$ cat config.mk
export PLATFORM = sky130hd
export DESIGN_NAME = softmax_vector_unit
export DESIGN_NICKNAME = d
export VERILOG_FILES = /design/src/hw/rtl/svu_pkg.sv /design/src/hw/rtl/svu_exp.sv /design/src/hw/rtl/svu_ln.sv /design/src/hw/rtl/svu_front.sv /design/src/hw/rtl/svu_back.sv /design/src/hw/rtl/softmax_vector_unit.sv
export SDC_FILE = /design/constraint.sdc
export NUM_CORES = 2
export LEC_CHECK = 0
export BUFFER_PORTS_ARGS = -buffer_cell sky130_fd_sc_hd__buf_2
export CAP_MARGIN = 30
export CORE_MARGIN = 1.5
export CORE_UTILIZATION = 55
export DETAILED_ROUTE_END_ITERATION = 10
export GPL_ROUTABILITY_DRIVEN = 0
export PLACE_DENSITY = 0.73
export SYNTH_ARGS = -nofsm -noshare
export SYNTH_HDL_FRONTEND = slang
export SYNTH_SLANG_ARGS = --single-unit
$ cat constraint.sdc
create_clock -name clk -period 14.14 [get_ports clk]
set_clock_uncertainty 0.15 [all_clocks]
set_input_delay 1.414 -clock clk [delete_from_list [all_inputs] [get_ports clk]]
set_output_delay 1.414 -clock clk [all_outputs]
set_load 0.01 [all_outputs]
$ cat src/hw/rtl/svu_pkg.sv
package svu_pkg;

	localparam int EXP_STEPS = 12;
	localparam int LN_STEPS  = 12;

	localparam logic [16:0]        EXP_LOG2E = 17'd94548;  // log2(e) in Q16
	localparam logic [15:0]        LN_TWO    = 16'd45426;  // ln(2) in Q16
	localparam logic [16:0]        EXP_ONE   = 17'h10000;
	localparam logic [15:0]        PROB_MAX  = 16'hFFFF;
	localparam logic [23:0]        LN_FLOOR  = 24'h010000;
	localparam logic signed [15:0] SCORE_MIN = 16'sh8000;

	typedef enum logic [3:0] {
		BK_IDLE,
		BK_SUM_RD,
		BK_SUM_GO,
		BK_SUM_WAIT,
		BK_LN_GO,
		BK_LN_WAIT,
		BK_EM_RD,
		BK_EM_GO,
		BK_EM_WAIT,
		BK_EM_PUSH
	} back_state_t;

	// handoff from front to back: one closed vector waiting in the store
	typedef struct packed {
		logic               valid;
		logic signed [15:0] max;
	} job_t;

	// Q16 values of 2^-(2^-(12-i))
	function automatic logic [15:0] pow2_neg_frac(input logic [3:0] i);
		logic [15:0] c;
		unique case (i)
			4'd0:    c = 16'd65525;
			4'd1:    c = 16'd65514;
			4'd2:    c = 16'd65492;
			4'd3:    c = 16'd65447;
			4'd4:    c = 16'd65359;
			4'd5:    c = 16'd65182;
			4'd6:    c = 16'd64830;
			4'd7:    c = 16'd64132;
			4'd8:    c = 16'd62757;
			4'd9:    c = 16'd60097;
			4'd10:   c = 16'd55108;
			4'd11:   c = 16'd46341;
			default: c = 16'd65535;
		endcase
		return c;
	endfunction

endpackage

$ cat src/hw/rtl/svu_exp.sv
module svu_exp (
	input  logic               clk,
	input  logic               arst_n,
	input  logic               start,
	input  logic signed [23:0] d,
	output logic               done,
	output logic [16:0]        result
);

	logic        busy_q;
	logic [3:0]  step_q;
	logic [23:0] mag_q;
	logic [24:0] t_q;
	logic [16:0] acc_q;
	logic        done_q;
	logic [16:0] result_q;

	logic [23:0] mag_in;
	logic [40:0] prod;
	logic [40:0] prod_rnd;
	logic [3:0]  bit_idx;
	logic [11:0] frac;
	logic [32:0] mul;
	logic [32:0] mul_rnd;
	logic [12:0] n;
	logic [4:0]  nsh;
	logic [17:0] rnd_sum;
	logic [17:0] shifted;
	logic [16:0] final_val;

	// positive arguments clamp to zero
	assign mag_in   = d[23] ? (~$unsigned(d) + 24'd1) : 24'd0;
	assign prod     = {17'd0, mag_q} * {24'd0, svu_pkg::EXP_LOG2E};
	assign prod_rnd = prod + 41'd32768;

	assign bit_idx = step_q - 4'd1;
	assign frac    = t_q[11:0];
	assign mul     = {16'd0, acc_q} * {17'd0, svu_pkg::pow2_neg_frac(bit_idx)};
	assign mul_rnd = mul + 33'd32768;

	assign n       = t_q[24:12];
	assign nsh     = n[4:0];
	assign rnd_sum = {1'b0, acc_q} + (18'd1 << (nsh - 5'd1));
	assign shifted = rnd_sum >> nsh;

	always_comb begin
		if (n > 13'd16) begin
			final_val = 17'd0;
		end else if (nsh == 5'd0) begin
			final_val = acc_q;
		end else begin
			final_val = shifted[16:0];
		end
	end

	always_ff @(posedge clk or negedge arst_n) begin
		if (!arst_n) begin
			busy_q <= 1'b0;
			done_q <= 1'b0;
			step_q <= 4'd0;
		end else begin
			done_q <= 1'b0;
			if (start) begin
				busy_q <= 1'b1;
				step_q <= 4'd0;
			end else if (busy_q) begin
				if (step_q == 4'(svu_pkg::EXP_STEPS + 1)) begin
					busy_q <= 1'b0;
					done_q <= 1'b1;
				end else begin
					step_q <= step_q + 4'd1;
				end
			end
		end
	end

	always_ff @(posedge clk) begin
		if (start) begin
			mag_q <= mag_in;
			acc_q <= svu_pkg::EXP_ONE;
		end else if (busy_q) begin
			if (step_q == 4'd0) begin
				t_q <= prod_rnd[40:16];
			end else if (step_q == 4'(svu_pkg::EXP_STEPS + 1)) begin
				result_q <= final_val;
			end else if (frac[bit_idx]) begin
				acc_q <= mul_rnd[32:16];
			end
		end
	end

	assign done   = done_q;
	assign result = result_q;

endmodule

$ cat src/hw/rtl/svu_ln.sv
module svu_ln (
	input  logic        clk,
	input  logic        arst_n,
	input  logic        start,
	input  logic [23:0] s,
	output logic        done,
	output logic [15:0] result
);

	logic        busy_q;
	logic        norm_q;
	logic [3:0]  step_q;
	logic [23:0] s_q;
	logic [2:0]  k_q;
	logic [31:0] m_q;
	logic [11:0] frac_q;
	logic        done_q;
	logic [15:0] result_q;

	logic [63:0] sq;
	logic [31:0] mn;
	logic [14:0] log2v;
	logic [31:0] lp;

	assign sq    = {32'd0, m_q} * {32'd0, m_q};
	assign mn    = sq[61:30];
	assign log2v = {k_q, frac_q};
	assign lp    = {17'd0, log2v} * {16'd0, svu_pkg::LN_TWO} + 32'd32768;

	always_ff @(posedge clk or negedge arst_n) begin
		if (!arst_n) begin
			busy_q <= 1'b0;
			norm_q <= 1'b0;
			done_q <= 1'b0;
			step_q <= 4'd0;
		end else begin
			done_q <= 1'b0;
			if (start) begin
				busy_q <= 1'b1;
				norm_q <= 1'b1;
				step_q <= 4'd0;
			end else if (busy_q) begin
				if (norm_q) begin
					if (s_q[23]) begin
						norm_q <= 1'b0;
					end
				end else if (step_q == 4'(svu_pkg::LN_STEPS)) begin
					busy_q <= 1'b0;
					done_q <= 1'b1;
				end else begin
					step_q <= step_q + 4'd1;
				end
			end
		end
	end

	// normalize one bit a cycle, then one squaring a cycle
	always_ff @(posedge clk) begin
		if (start) begin
			s_q    <= (s < svu_pkg::LN_FLOOR) ? svu_pkg::LN_FLOOR : s;
			k_q    <= 3'd7;
			frac_q <= 12'd0;
		end else if (busy_q) begin
			if (norm_q) begin
				if (s_q[23]) begin
					m_q <= {1'b0, s_q, 7'd0};
				end else begin
					s_q <= {s_q[22:0], 1'b0};
					k_q <= k_q - 3'd1;
				end
			end else if (step_q == 4'(svu_pkg::LN_STEPS)) begin
				result_q <= lp[31:16];
			end else begin
				m_q    <= mn[31] ? {1'b0, mn[31:1]} : mn;
				frac_q <= {frac_q[10:0], mn[31]};
			end
		end
	end

	assign done   = done_q;
	assign result = result_q;

endmodule

$ cat src/hw/rtl/svu_front.sv
module svu_front #(
	parameter int MAX_LEN = 16,
	parameter int CW      = 5,
	parameter int AW      = 4
) (
	input  logic                 clk,
	input  logic                 arst_n,
	input  logic                 s_tvalid,
	output logic                 s_tready,
	input  logic [15:0]          s_tdata,
	input  logic                 s_tlast,
	input  logic [AW-1:0]        rd_addr,
	output logic signed [15:0]   rd_data,
	output svu_pkg::job_t        job,
	output logic [CW-1:0]        job_count,
	input  logic                 job_done
);

	logic [CW-1:0]      count_q;
	logic signed [15:0] max_q;
	logic               job_valid_q;
	logic signed [15:0] job_max_q;
	logic [CW-1:0]      job_count_q;
	logic signed [15:0] mem [MAX_LEN];
	logic signed [15:0] rd_data_q;

	logic               accept;
	logic [CW-1:0]      count_inc;
	logic               close;
	logic signed [15:0] score;
	logic signed [15:0] max_new;

	// the store is shared with the back end, so hold off while a vector is pending
	assign s_tready  = !job_valid_q;
	assign accept    = s_tvalid && s_tready;
	assign count_inc = count_q + CW'(1);
	assign close     = s_tlast || (count_inc == CW'(MAX_LEN));
	assign score     = $signed(s_tdata);
	assign max_new   = (score > max_q) ? score : max_q;

	always_ff @(posedge clk or negedge arst_n) begin
		if (!arst_n) begin
			count_q     <= '0;
			max_q       <= svu_pkg::SCORE_MIN;
			job_valid_q <= 1'b0;
		end else begin
			if (job_done) begin
				job_valid_q <= 1'b0;
			end
			if (accept) begin
				if (close) begin
					count_q     <= '0;
					max_q       <= svu_pkg::SCORE_MIN;
					job_valid_q <= 1'b1;
				end else begin
					count_q <= count_inc;
					max_q   <= max_new;
				end
			end
		end
	end

	always_ff @(posedge clk) begin
		if (accept && close) begin
			job_max_q   <= max_new;
			job_count_q <= count_inc;
		end
	end

	always_ff @(posedge clk) begin
		if (accept) begin
			mem[count_q[AW-1:0]] <= score;
		end
		rd_data_q <= mem[rd_addr];
	end

	assign rd_data   = rd_data_q;
	assign job       = '{valid: job_valid_q, max: job_max_q};
	assign job_count = job_count_q;

endmodule

$ cat src/hw/rtl/svu_back.sv
module svu_back #(
	parameter int CW = 5,
	parameter int AW = 4
) (
	input  logic               clk,
	input  logic               arst_n,
	input  svu_pkg::job_t      job,
	input  logic [CW-1:0]      job_count,
	output logic               job_done,
	output logic [AW-1:0]      rd_addr,
	input  logic signed [15:0] rd_data,
	output logic               m_tvalid,
	input  logic               m_tready,
	output logic [15:0]        m_tdata,
	output logic               m_tlast
);

	svu_pkg::back_state_t state_q, state_d;

	logic [CW-1:0]      idx_q;
	logic [23:0]        sum_q;
	logic signed [23:0] offset_q;
	logic [15:0]        pend_prob_q;
	logic               pend_last_q;
	logic               out_valid_q;
	logic [15:0]        out_data_q;
	logic               out_last_q;

	logic               last_idx;
	logic               out_free;
	logic               load_out;
	logic signed [16:0] diff;
	logic signed [23:0] d_sum;
	logic signed [23:0] d_em;
	logic signed [23:0] exp_d;
	logic               exp_start;
	logic               exp_done;
	logic [16:0]        exp_res;
	logic               ln_start;
	logic               ln_done;
	logic [15:0]        ln_res;

	assign rd_addr  = idx_q[AW-1:0];
	assign last_idx = (idx_q == job_count - CW'(1));
	assign out_free = !out_valid_q || m_tready;

	assign diff  = {rd_data[15], rd_data} - {job.max[15], job.max};
	assign d_sum = {{3{diff[16]}}, diff, 4'd0};
	assign d_em  = {{4{rd_data[15]}}, rd_data, 4'd0} - offset_q;
	assign exp_d = (state_q == svu_pkg::BK_SUM_GO) ? d_sum : d_em;

	svu_exp u_exp (
		.clk    (clk),
		.arst_n (arst_n),
		.start  (exp_start),
		.d      (exp_d),
		.done   (exp_done),
		.result (exp_res)
	);

	svu_ln u_ln (
		.clk    (clk),
		.arst_n (arst_n),
		.start  (ln_start),
		.s      (sum_q),
		.done   (ln_done),
		.result (ln_res)
	);

	always_comb begin
		state_d = state_q;
		unique case (state_q)
			svu_pkg::BK_IDLE:     if (job.valid) state_d = svu_pkg::BK_SUM_RD;
			svu_pkg::BK_SUM_RD:   state_d = svu_pkg::BK_SUM_GO;
			svu_pkg::BK_SUM_GO:   state_d = svu_pkg::BK_SUM_WAIT;
			svu_pkg::BK_SUM_WAIT: begin
				if (exp_done) state_d = last_idx ? svu_pkg::BK_LN_GO : svu_pkg::BK_SUM_RD;
			end
			svu_pkg::BK_LN_GO:    state_d = svu_pkg::BK_LN_WAIT;
			svu_pkg::BK_LN_WAIT:  if (ln_done) state_d = svu_pkg::BK_EM_RD;
			svu_pkg::BK_EM_RD:    state_d = svu_pkg::BK_EM_GO;
			svu_pkg::BK_EM_GO:    state_d = svu_pkg::BK_EM_WAIT;
			svu_pkg::BK_EM_WAIT:  if (exp_done) state_d = svu_pkg::BK_EM_PUSH;
			svu_pkg::BK_EM_PUSH: begin
				if (out_free) state_d = last_idx ? svu_pkg::BK_IDLE : svu_pkg::BK_EM_RD;
			end
			default:              state_d = svu_pkg::BK_IDLE;
		endcase
	end

	always_comb begin
		exp_start = (state_q == svu_pkg::BK_SUM_GO) || (state_q == svu_pkg::BK_EM_GO);
		ln_start  = (state_q == svu_pkg::BK_LN_GO);
		load_out  = (state_q == svu_pkg::BK_EM_PUSH) && out_free;
		job_done  = load_out && last_idx;
	end

	always_ff @(posedge clk or negedge arst_n) begin
		if (!arst_n) begin
			state_q     <= svu_pkg::BK_IDLE;
			out_valid_q <= 1'b0;
		end else begin
			state_q <= state_d;
			if (load_out) begin
				out_valid_q <= 1'b1;
			end else if (m_tready) begin
				out_valid_q <= 1'b0;
			end
		end
	end

	always_ff @(posedge clk) begin
		unique case (state_q)
			svu_pkg::BK_IDLE: begin
				idx_q <= '0;
				sum_q <= '0;
			end
			svu_pkg::BK_SUM_WAIT: begin
				if (exp_done) begin
					sum_q <= sum_q + {7'd0, exp_res};
					idx_q <= last_idx ? '0 : idx_q + CW'(1);
				end
			end
			svu_pkg::BK_LN_WAIT: begin
				if (ln_done) begin
					offset_q <= {{4{job.max[15]}}, job.max, 4'd0} + $signed({8'd0, ln_res});
				end
			end
			svu_pkg::BK_EM_WAIT: begin
				if (exp_done) begin
					pend_prob_q <= exp_res[16] ? svu_pkg::PROB_MAX : exp_res[15:0];
					pend_last_q <= last_idx;
				end
			end
			svu_pkg::BK_EM_PUSH: begin
				if (out_free) begin
					out_data_q <= pend_prob_q;
					out_last_q <= pend_last_q;
					idx_q      <= idx_q + CW'(1);
				end
			end
			default: begin
			end
		endcase
	end

	assign m_tvalid = out_valid_q;
	assign m_tdata  = out_data_q;
	assign m_tlast  = out_last_q;

endmodule

$ cat src/hw/rtl/softmax_vector_unit.sv
// Softmax over a vector of signed Q7.8 scores, log-sum-exp form.
// Input stream (s_*): one score per request, s_tlast on the final element.
// A vector also closes when MAX_LEN elements have been taken.
// Output stream (m_*): one unsigned Q0.16 probability per element, in
// input order, saturated at 65535, m_tlast on the last one.
// Loading accepts one element per cycle while s_tready is high. Once a vector closes, s_tready drops
// until the last probability of that vector sits in the output register.
// The back end then walks the store twice through one shared exp unit:
// a sum pass over every element, then ln of the sum (normalize shifts
// and twelve squarings), then an emit pass over every element.
// A stalled m_tready holds the output register and the back end waits in
// front of it; loading of the next vector resumes once the last probability
// of the pending one is in the output register. Reset empties the store and
// drops both valid flags.
module softmax_vector_unit #(
	parameter int MAX_LEN = 16
) (
	input  logic        clk,
	input  logic        arst_n,
	input  logic        s_tvalid,
	output logic        s_tready,
	input  logic [15:0] s_tdata,   // [15:0] score
	input  logic        s_tlast,
	output logic        m_tvalid,
	input  logic        m_tready,
	output logic [15:0] m_tdata,   // [15:0] probability
	output logic        m_tlast
);

	localparam int CW = $clog2(MAX_LEN + 1);
	localparam int AW = (MAX_LEN > 1) ? $clog2(MAX_LEN) : 1;

	svu_pkg::job_t      job;
	logic [CW-1:0]      job_count;
	logic               job_done;
	logic [AW-1:0]      rd_addr;
	logic signed [15:0] rd_data;

	svu_front #(
		.MAX_LEN (MAX_LEN),
		.CW      (CW),
		.AW      (AW)
	) u_front (
		.clk       (clk),
		.arst_n    (arst_n),
		.s_tvalid  (s_tvalid),
		.s_tready  (s_tready),
		.s_tdata   (s_tdata),
		.s_tlast   (s_tlast),
		.rd_addr   (rd_addr),
		.rd_data   (rd_data),
		.job       (job),
		.job_count (job_count),
		.job_done  (job_done)
	);

	svu_back #(
		.CW (CW),
		.AW (AW)
	) u_back (
		.clk       (clk),
		.arst_n    (arst_n),
		.job       (job),
		.job_count (job_count),
		.job_done  (job_done),
		.rd_addr   (rd_addr),
		.rd_data   (rd_data),
		.m_tvalid  (m_tvalid),
		.m_tready  (m_tready),
		.m_tdata   (m_tdata),
		.m_tlast   (m_tlast)
	);

endmodule

==> flow_metrics.env <==
export IMPL_die_h_um=371.7
export IMPL_slew_headroom=0.2785
export IMPL_tritoncts="yes"
export IMPL_min_delay_start="u_back.pend_prob_q[8]$_SDFFCE_PP1P_"
export IMPL_grt_pass1_vias=53880
export IMPL_nets=9133
export IMPL_hold_depth=0
export IMPL_met2_usage=0.4519
export IMPL_slowest_delay_ns=1.07
export IMPL_core_area_mm2=0.1351
export IMPL_io_buffers=39
export IMPL_ys_seq_area_frac=0.2262
export IMPL_rsz0062_at_grt="false"
export IMPL_first_iter_violations=3738
export IMPL_ys_async_sr_fraction=0.06826
export IMPL_met1_usage=0.3493
export IMPL_final_setup_tns_ns=0
export IMPL_h_tree_depth=3
export IMPL_syn2layout_area_growth_pct=6.335
export IMPL_min_period_ns=9.825
export IMPL_synth_cells=7188
export IMPL_cts_setup_buffers=0
export IMPL_worstRegToRegCells=26
export IMPL_hold_end="u_back.m_tdata[8]$_DFFE_PP_"
export IMPL_antenna_found_initial=4
export IMPL_synth_seq_cells=586
export IMPL_routed_wl_um=176300
export IMPL_post_route_period_util=0.6948
export IMPL_crit_top_cell="fa_1"
export IMPL_vias=50500
export IMPL_ant_nets=0
export IMPL_r2r_end="u_back.u_ln.m_q[9]$_DFFE_PP_"
export IMPL_hold_viol=0
export IMPL_multi_input_area_mm2=0.05109
export IMPL_hold_class="reg -> reg"
export IMPL_first_pass_iters=6
export IMPL_slew_violations=0
export IMPL_n_antenna_cell=0
export IMPL_dp_hpwl_um=137200
export IMPL_rows=135
export IMPL_drcViolationCount=0
export IMPL_yosysTopAreaCell="fa_1"
export IMPL_yosysUniqueCellTypes=97
export IMPL_synth_area_leaders="fa_1 (31%), edfxtp_1 (20%), ha_1 (14%)"
export IMPL_synth_edf_count=498
export IMPL_critPathCaptureType="flop"
export IMPL_clock_sinks=586
export IMPL_worstPathMaxFanout=33
export IMPL_yosys_warnings=0
export IMPL_globalRouteMet3Util=0.03785
export IMPL_synth_area_per_cell_um2=10.40
export IMPL_grt_overflow=0
export IMPL_fmax_ghz=0.1018
export IMPL_n_fill_cell=11050
export IMPL_avgViaCountPerCell=5.618
export IMPL_die_w_um=371.7
export IMPL_grt_first_pass_wirelength_um=286600
export IMPL_synth_nets=9167
export IMPL_grt_busiest_layer="met2"
export IMPL_initial_utilization=0.5534
export IMPL_critPathArrivalTime_ns=10.06
export IMPL_wl_per_cell_um=19.61
export IMPL_required_ns=14.37
export IMPL_clockBufferDepth=3
export IMPL_cts_hold_buf=0
export IMPL_setup_viol=0
export IMPL_max_cap_violations=0
export IMPL_dieArea_mm2=0.1382
export IMPL_regArea_mm2=0.01692
export IMPL_synth_top_area_share=0.3055
export IMPL_slowest_stage="edfxtp_1"
export IMPL_outcome="complete, no violations"
export IMPL_worst_pin_slew_ns=1.082
export IMPL_clkSlewWorstSetupHoldPaths_ns=0.06
export IMPL_drive_gt1_frac=0.06104
export IMPL_clk_latency_ns=0.64
export IMPL_cts_made_buffers=66
export IMPL_io_pins=40
export IMPL_crit_type="reg -> reg"
export IMPL_rrSetupSlack_ns=4.32
export IMPL_worstSetupStartpointType="flop"
export IMPL_r2r_start="u_back.u_ln.m_q[10]$_DFFE_PP_"
export IMPL_synth_flop_cell="edfxtp_1"
export IMPL_cts_resized=0
export IMPL_grt_use_total=0.2642
export IMPL_cts_root_buf="clkbuf_16"
export IMPL_grt_max_degree=69
export IMPL_post_synth_instance_area_mm2=0.07478
## sequential cells by signal, indices dropped and copies added (netlist names), 3 cells and up
name / count
u_front.job_max_q: 16
u_back.u_exp.mag_q: 24
u_front.max_q: 16
u_front.job_count: 5
u_back.u_exp.step_q: 4
u_back.pend_prob_q: 16
u_back.m_tdata: 16
u_back.sum_q: 24
u_front.mem: 256
u_back.u_ln.s_q: 24
u_back.u_exp.result: 17
u_front.count_q: 5
u_back.u_exp.acc_q: 17
u_back.state_q: 4
u_front.rd_data: 16
u_back.u_exp.t_q: 25
u_back.offset_q: 21
u_back.u_ln.frac_q: 12
u_back.u_ln.step_q: 4
u_back.u_ln.k_q: 3
u_back.u_ln.m_q: 31
u_back.u_ln.result: 16
u_back.idx_q: 5
## how the worst max path moves through the flow
stage,endpoint,slack (ns),from,depth (start not counted)
global route,u_back.u_exp.acc_q[16]$_SDFFE_PN1P_,3.90,u_back.u_exp.step_q[0]$_DFFE_PN0P_,29
finish,u_back.u_ln.m_q[9]$_DFFE_PP_,4.32,u_back.u_ln.m_q[10]$_DFFE_PP_,26
CTS,u_back.u_ln.m_q[9]$_DFFE_PP_,4.49,u_back.u_ln.m_q[10]$_DFFE_PP_,26
floorplan,u_back.u_exp.acc_q[16]$_SDFFE_PN1P_,5.54,u_back.u_exp.step_q[0]$_DFFE_PN0P_,32
global placement,u_back.u_ln.m_q[21]$_DFFE_PP_,4.67,u_back.u_ln.m_q[16]$_DFFE_PP_,25
detailed placement,u_back.u_ln.m_q[9]$_DFFE_PP_,4.59,u_back.u_ln.m_q[10]$_DFFE_PP_,26
## critical path, delay by kind of cell, from the launching register on
family,cells,cell delay [ns]
XOR/XNOR,1,0.10
AO/OA/AOI/OAI,8,2.25
flip-flops,1,1.07
buffers and inverters,4,0.83
adder cells (fa/ha/maj),9,4.38
AND/OR/NAND/NOR,4,0.76
## Yosys cell counts, drive strengths merged (48+ instances only)
| master | instances |
|---|---|
| nand2 | 625 |
| a21oi | 227 |
| edfxtp | 498 |
| nand3 | 70 |
| ha | 817 |
| inv | 1571 |
| a21o | 85 |
| nor2 | 288 |
| xnor2 | 145 |
| o21ai | 152 |
| and2 | 332 |
| xor2 | 127 |
| fa | 1141 |
| dfxtp | 48 |
| mux4 | 84 |
| clkbuf | 207 |
| nor3 | 75 |
## per-layer routing
layer  vias to the layer above  part of all wire
met3                       400             0.064
met5                         -           0.00014
met4                         4             0.032
met2                      1710              0.49
met1                     25420              0.41
li1                      22970                 -
## area by class of cell
type	count	share of cell area
Multi-Input combinational cell	4790	0.6425
Sequential cell	586	0.2128
Inverter	1575	0.07435
Tap cell	1781	0.02802
Clock buffer	79	0.02190
Timing Repair Buffer	135	0.01433
Clock inverter	43	0.006152
## cells in the final DEF (no fill, tap or decap), types with 38 or more instances in the layout
| cell | instances |
|---|---|
| mux2i_1 | 44 |
| a21o_1 | 85 |
| dfxtp_1 | 48 |
| nor2b_1 | 40 |
| mux4_2 | 84 |
| dfrtp_1 | 38 |
| ha_1 | 817 |
| nor3_1 | 72 |
| nand3_1 | 70 |
| o21ai_0 | 129 |
| and3_1 | 42 |
| nand2_1 | 625 |
| buf_4 | 74 |
| clkbuf_16 | 67 |
| fa_1 | 1141 |
| a21oi_1 | 220 |
| xor2_1 | 126 |
| edfxtp_1 | 498 |
| nor2_1 | 287 |
| inv_1 | 1571 |
| and2_1 | 331 |
| xnor2_1 | 144 |
| buf_2 | 39 |
## per-stage QoR
step / utilization / instance area [um2] / std cells / setup slack (ns) / hold slack, ns
2_1_floorplan: - / 74780 / 7188 / 5.537 / 0.2503
3_3_place_gp: 0.5690 / 76890 / 8844 / 4.666 / 0.2533
3_5_place_dp: 0.5718 / 77260 / 8865 / 4.589 / 0.2554
4_1_cts: 0.5883 / 79500 / 8987 / 4.486 / 0.2637
5_1_grt: 0.5885 / 79520 / 8989 / 3.898 / 0.2751
6_report: 0.5885 / 79520 / 8989 / 4.315 / 0.2647
## kinds of logic (layout without fill, tap and decap cells)
kind of cell	Yosys count	count (layout)	share of synthesized area
buf+inv	1812	1832	0.09146
fa+ha+maj	1958	1958	0.4422
xor+xnor	272	272	0.03186
flops	586	586	0.2262
compound gates	746	746	0.06535
other cells	1	1	0.00005015
mux	153	153	0.03495
simple gates	1660	1660	0.1080
Power is not shown: default switching activity piles up to over one toggle a cycle in this logic, so the estimate is an artifact.
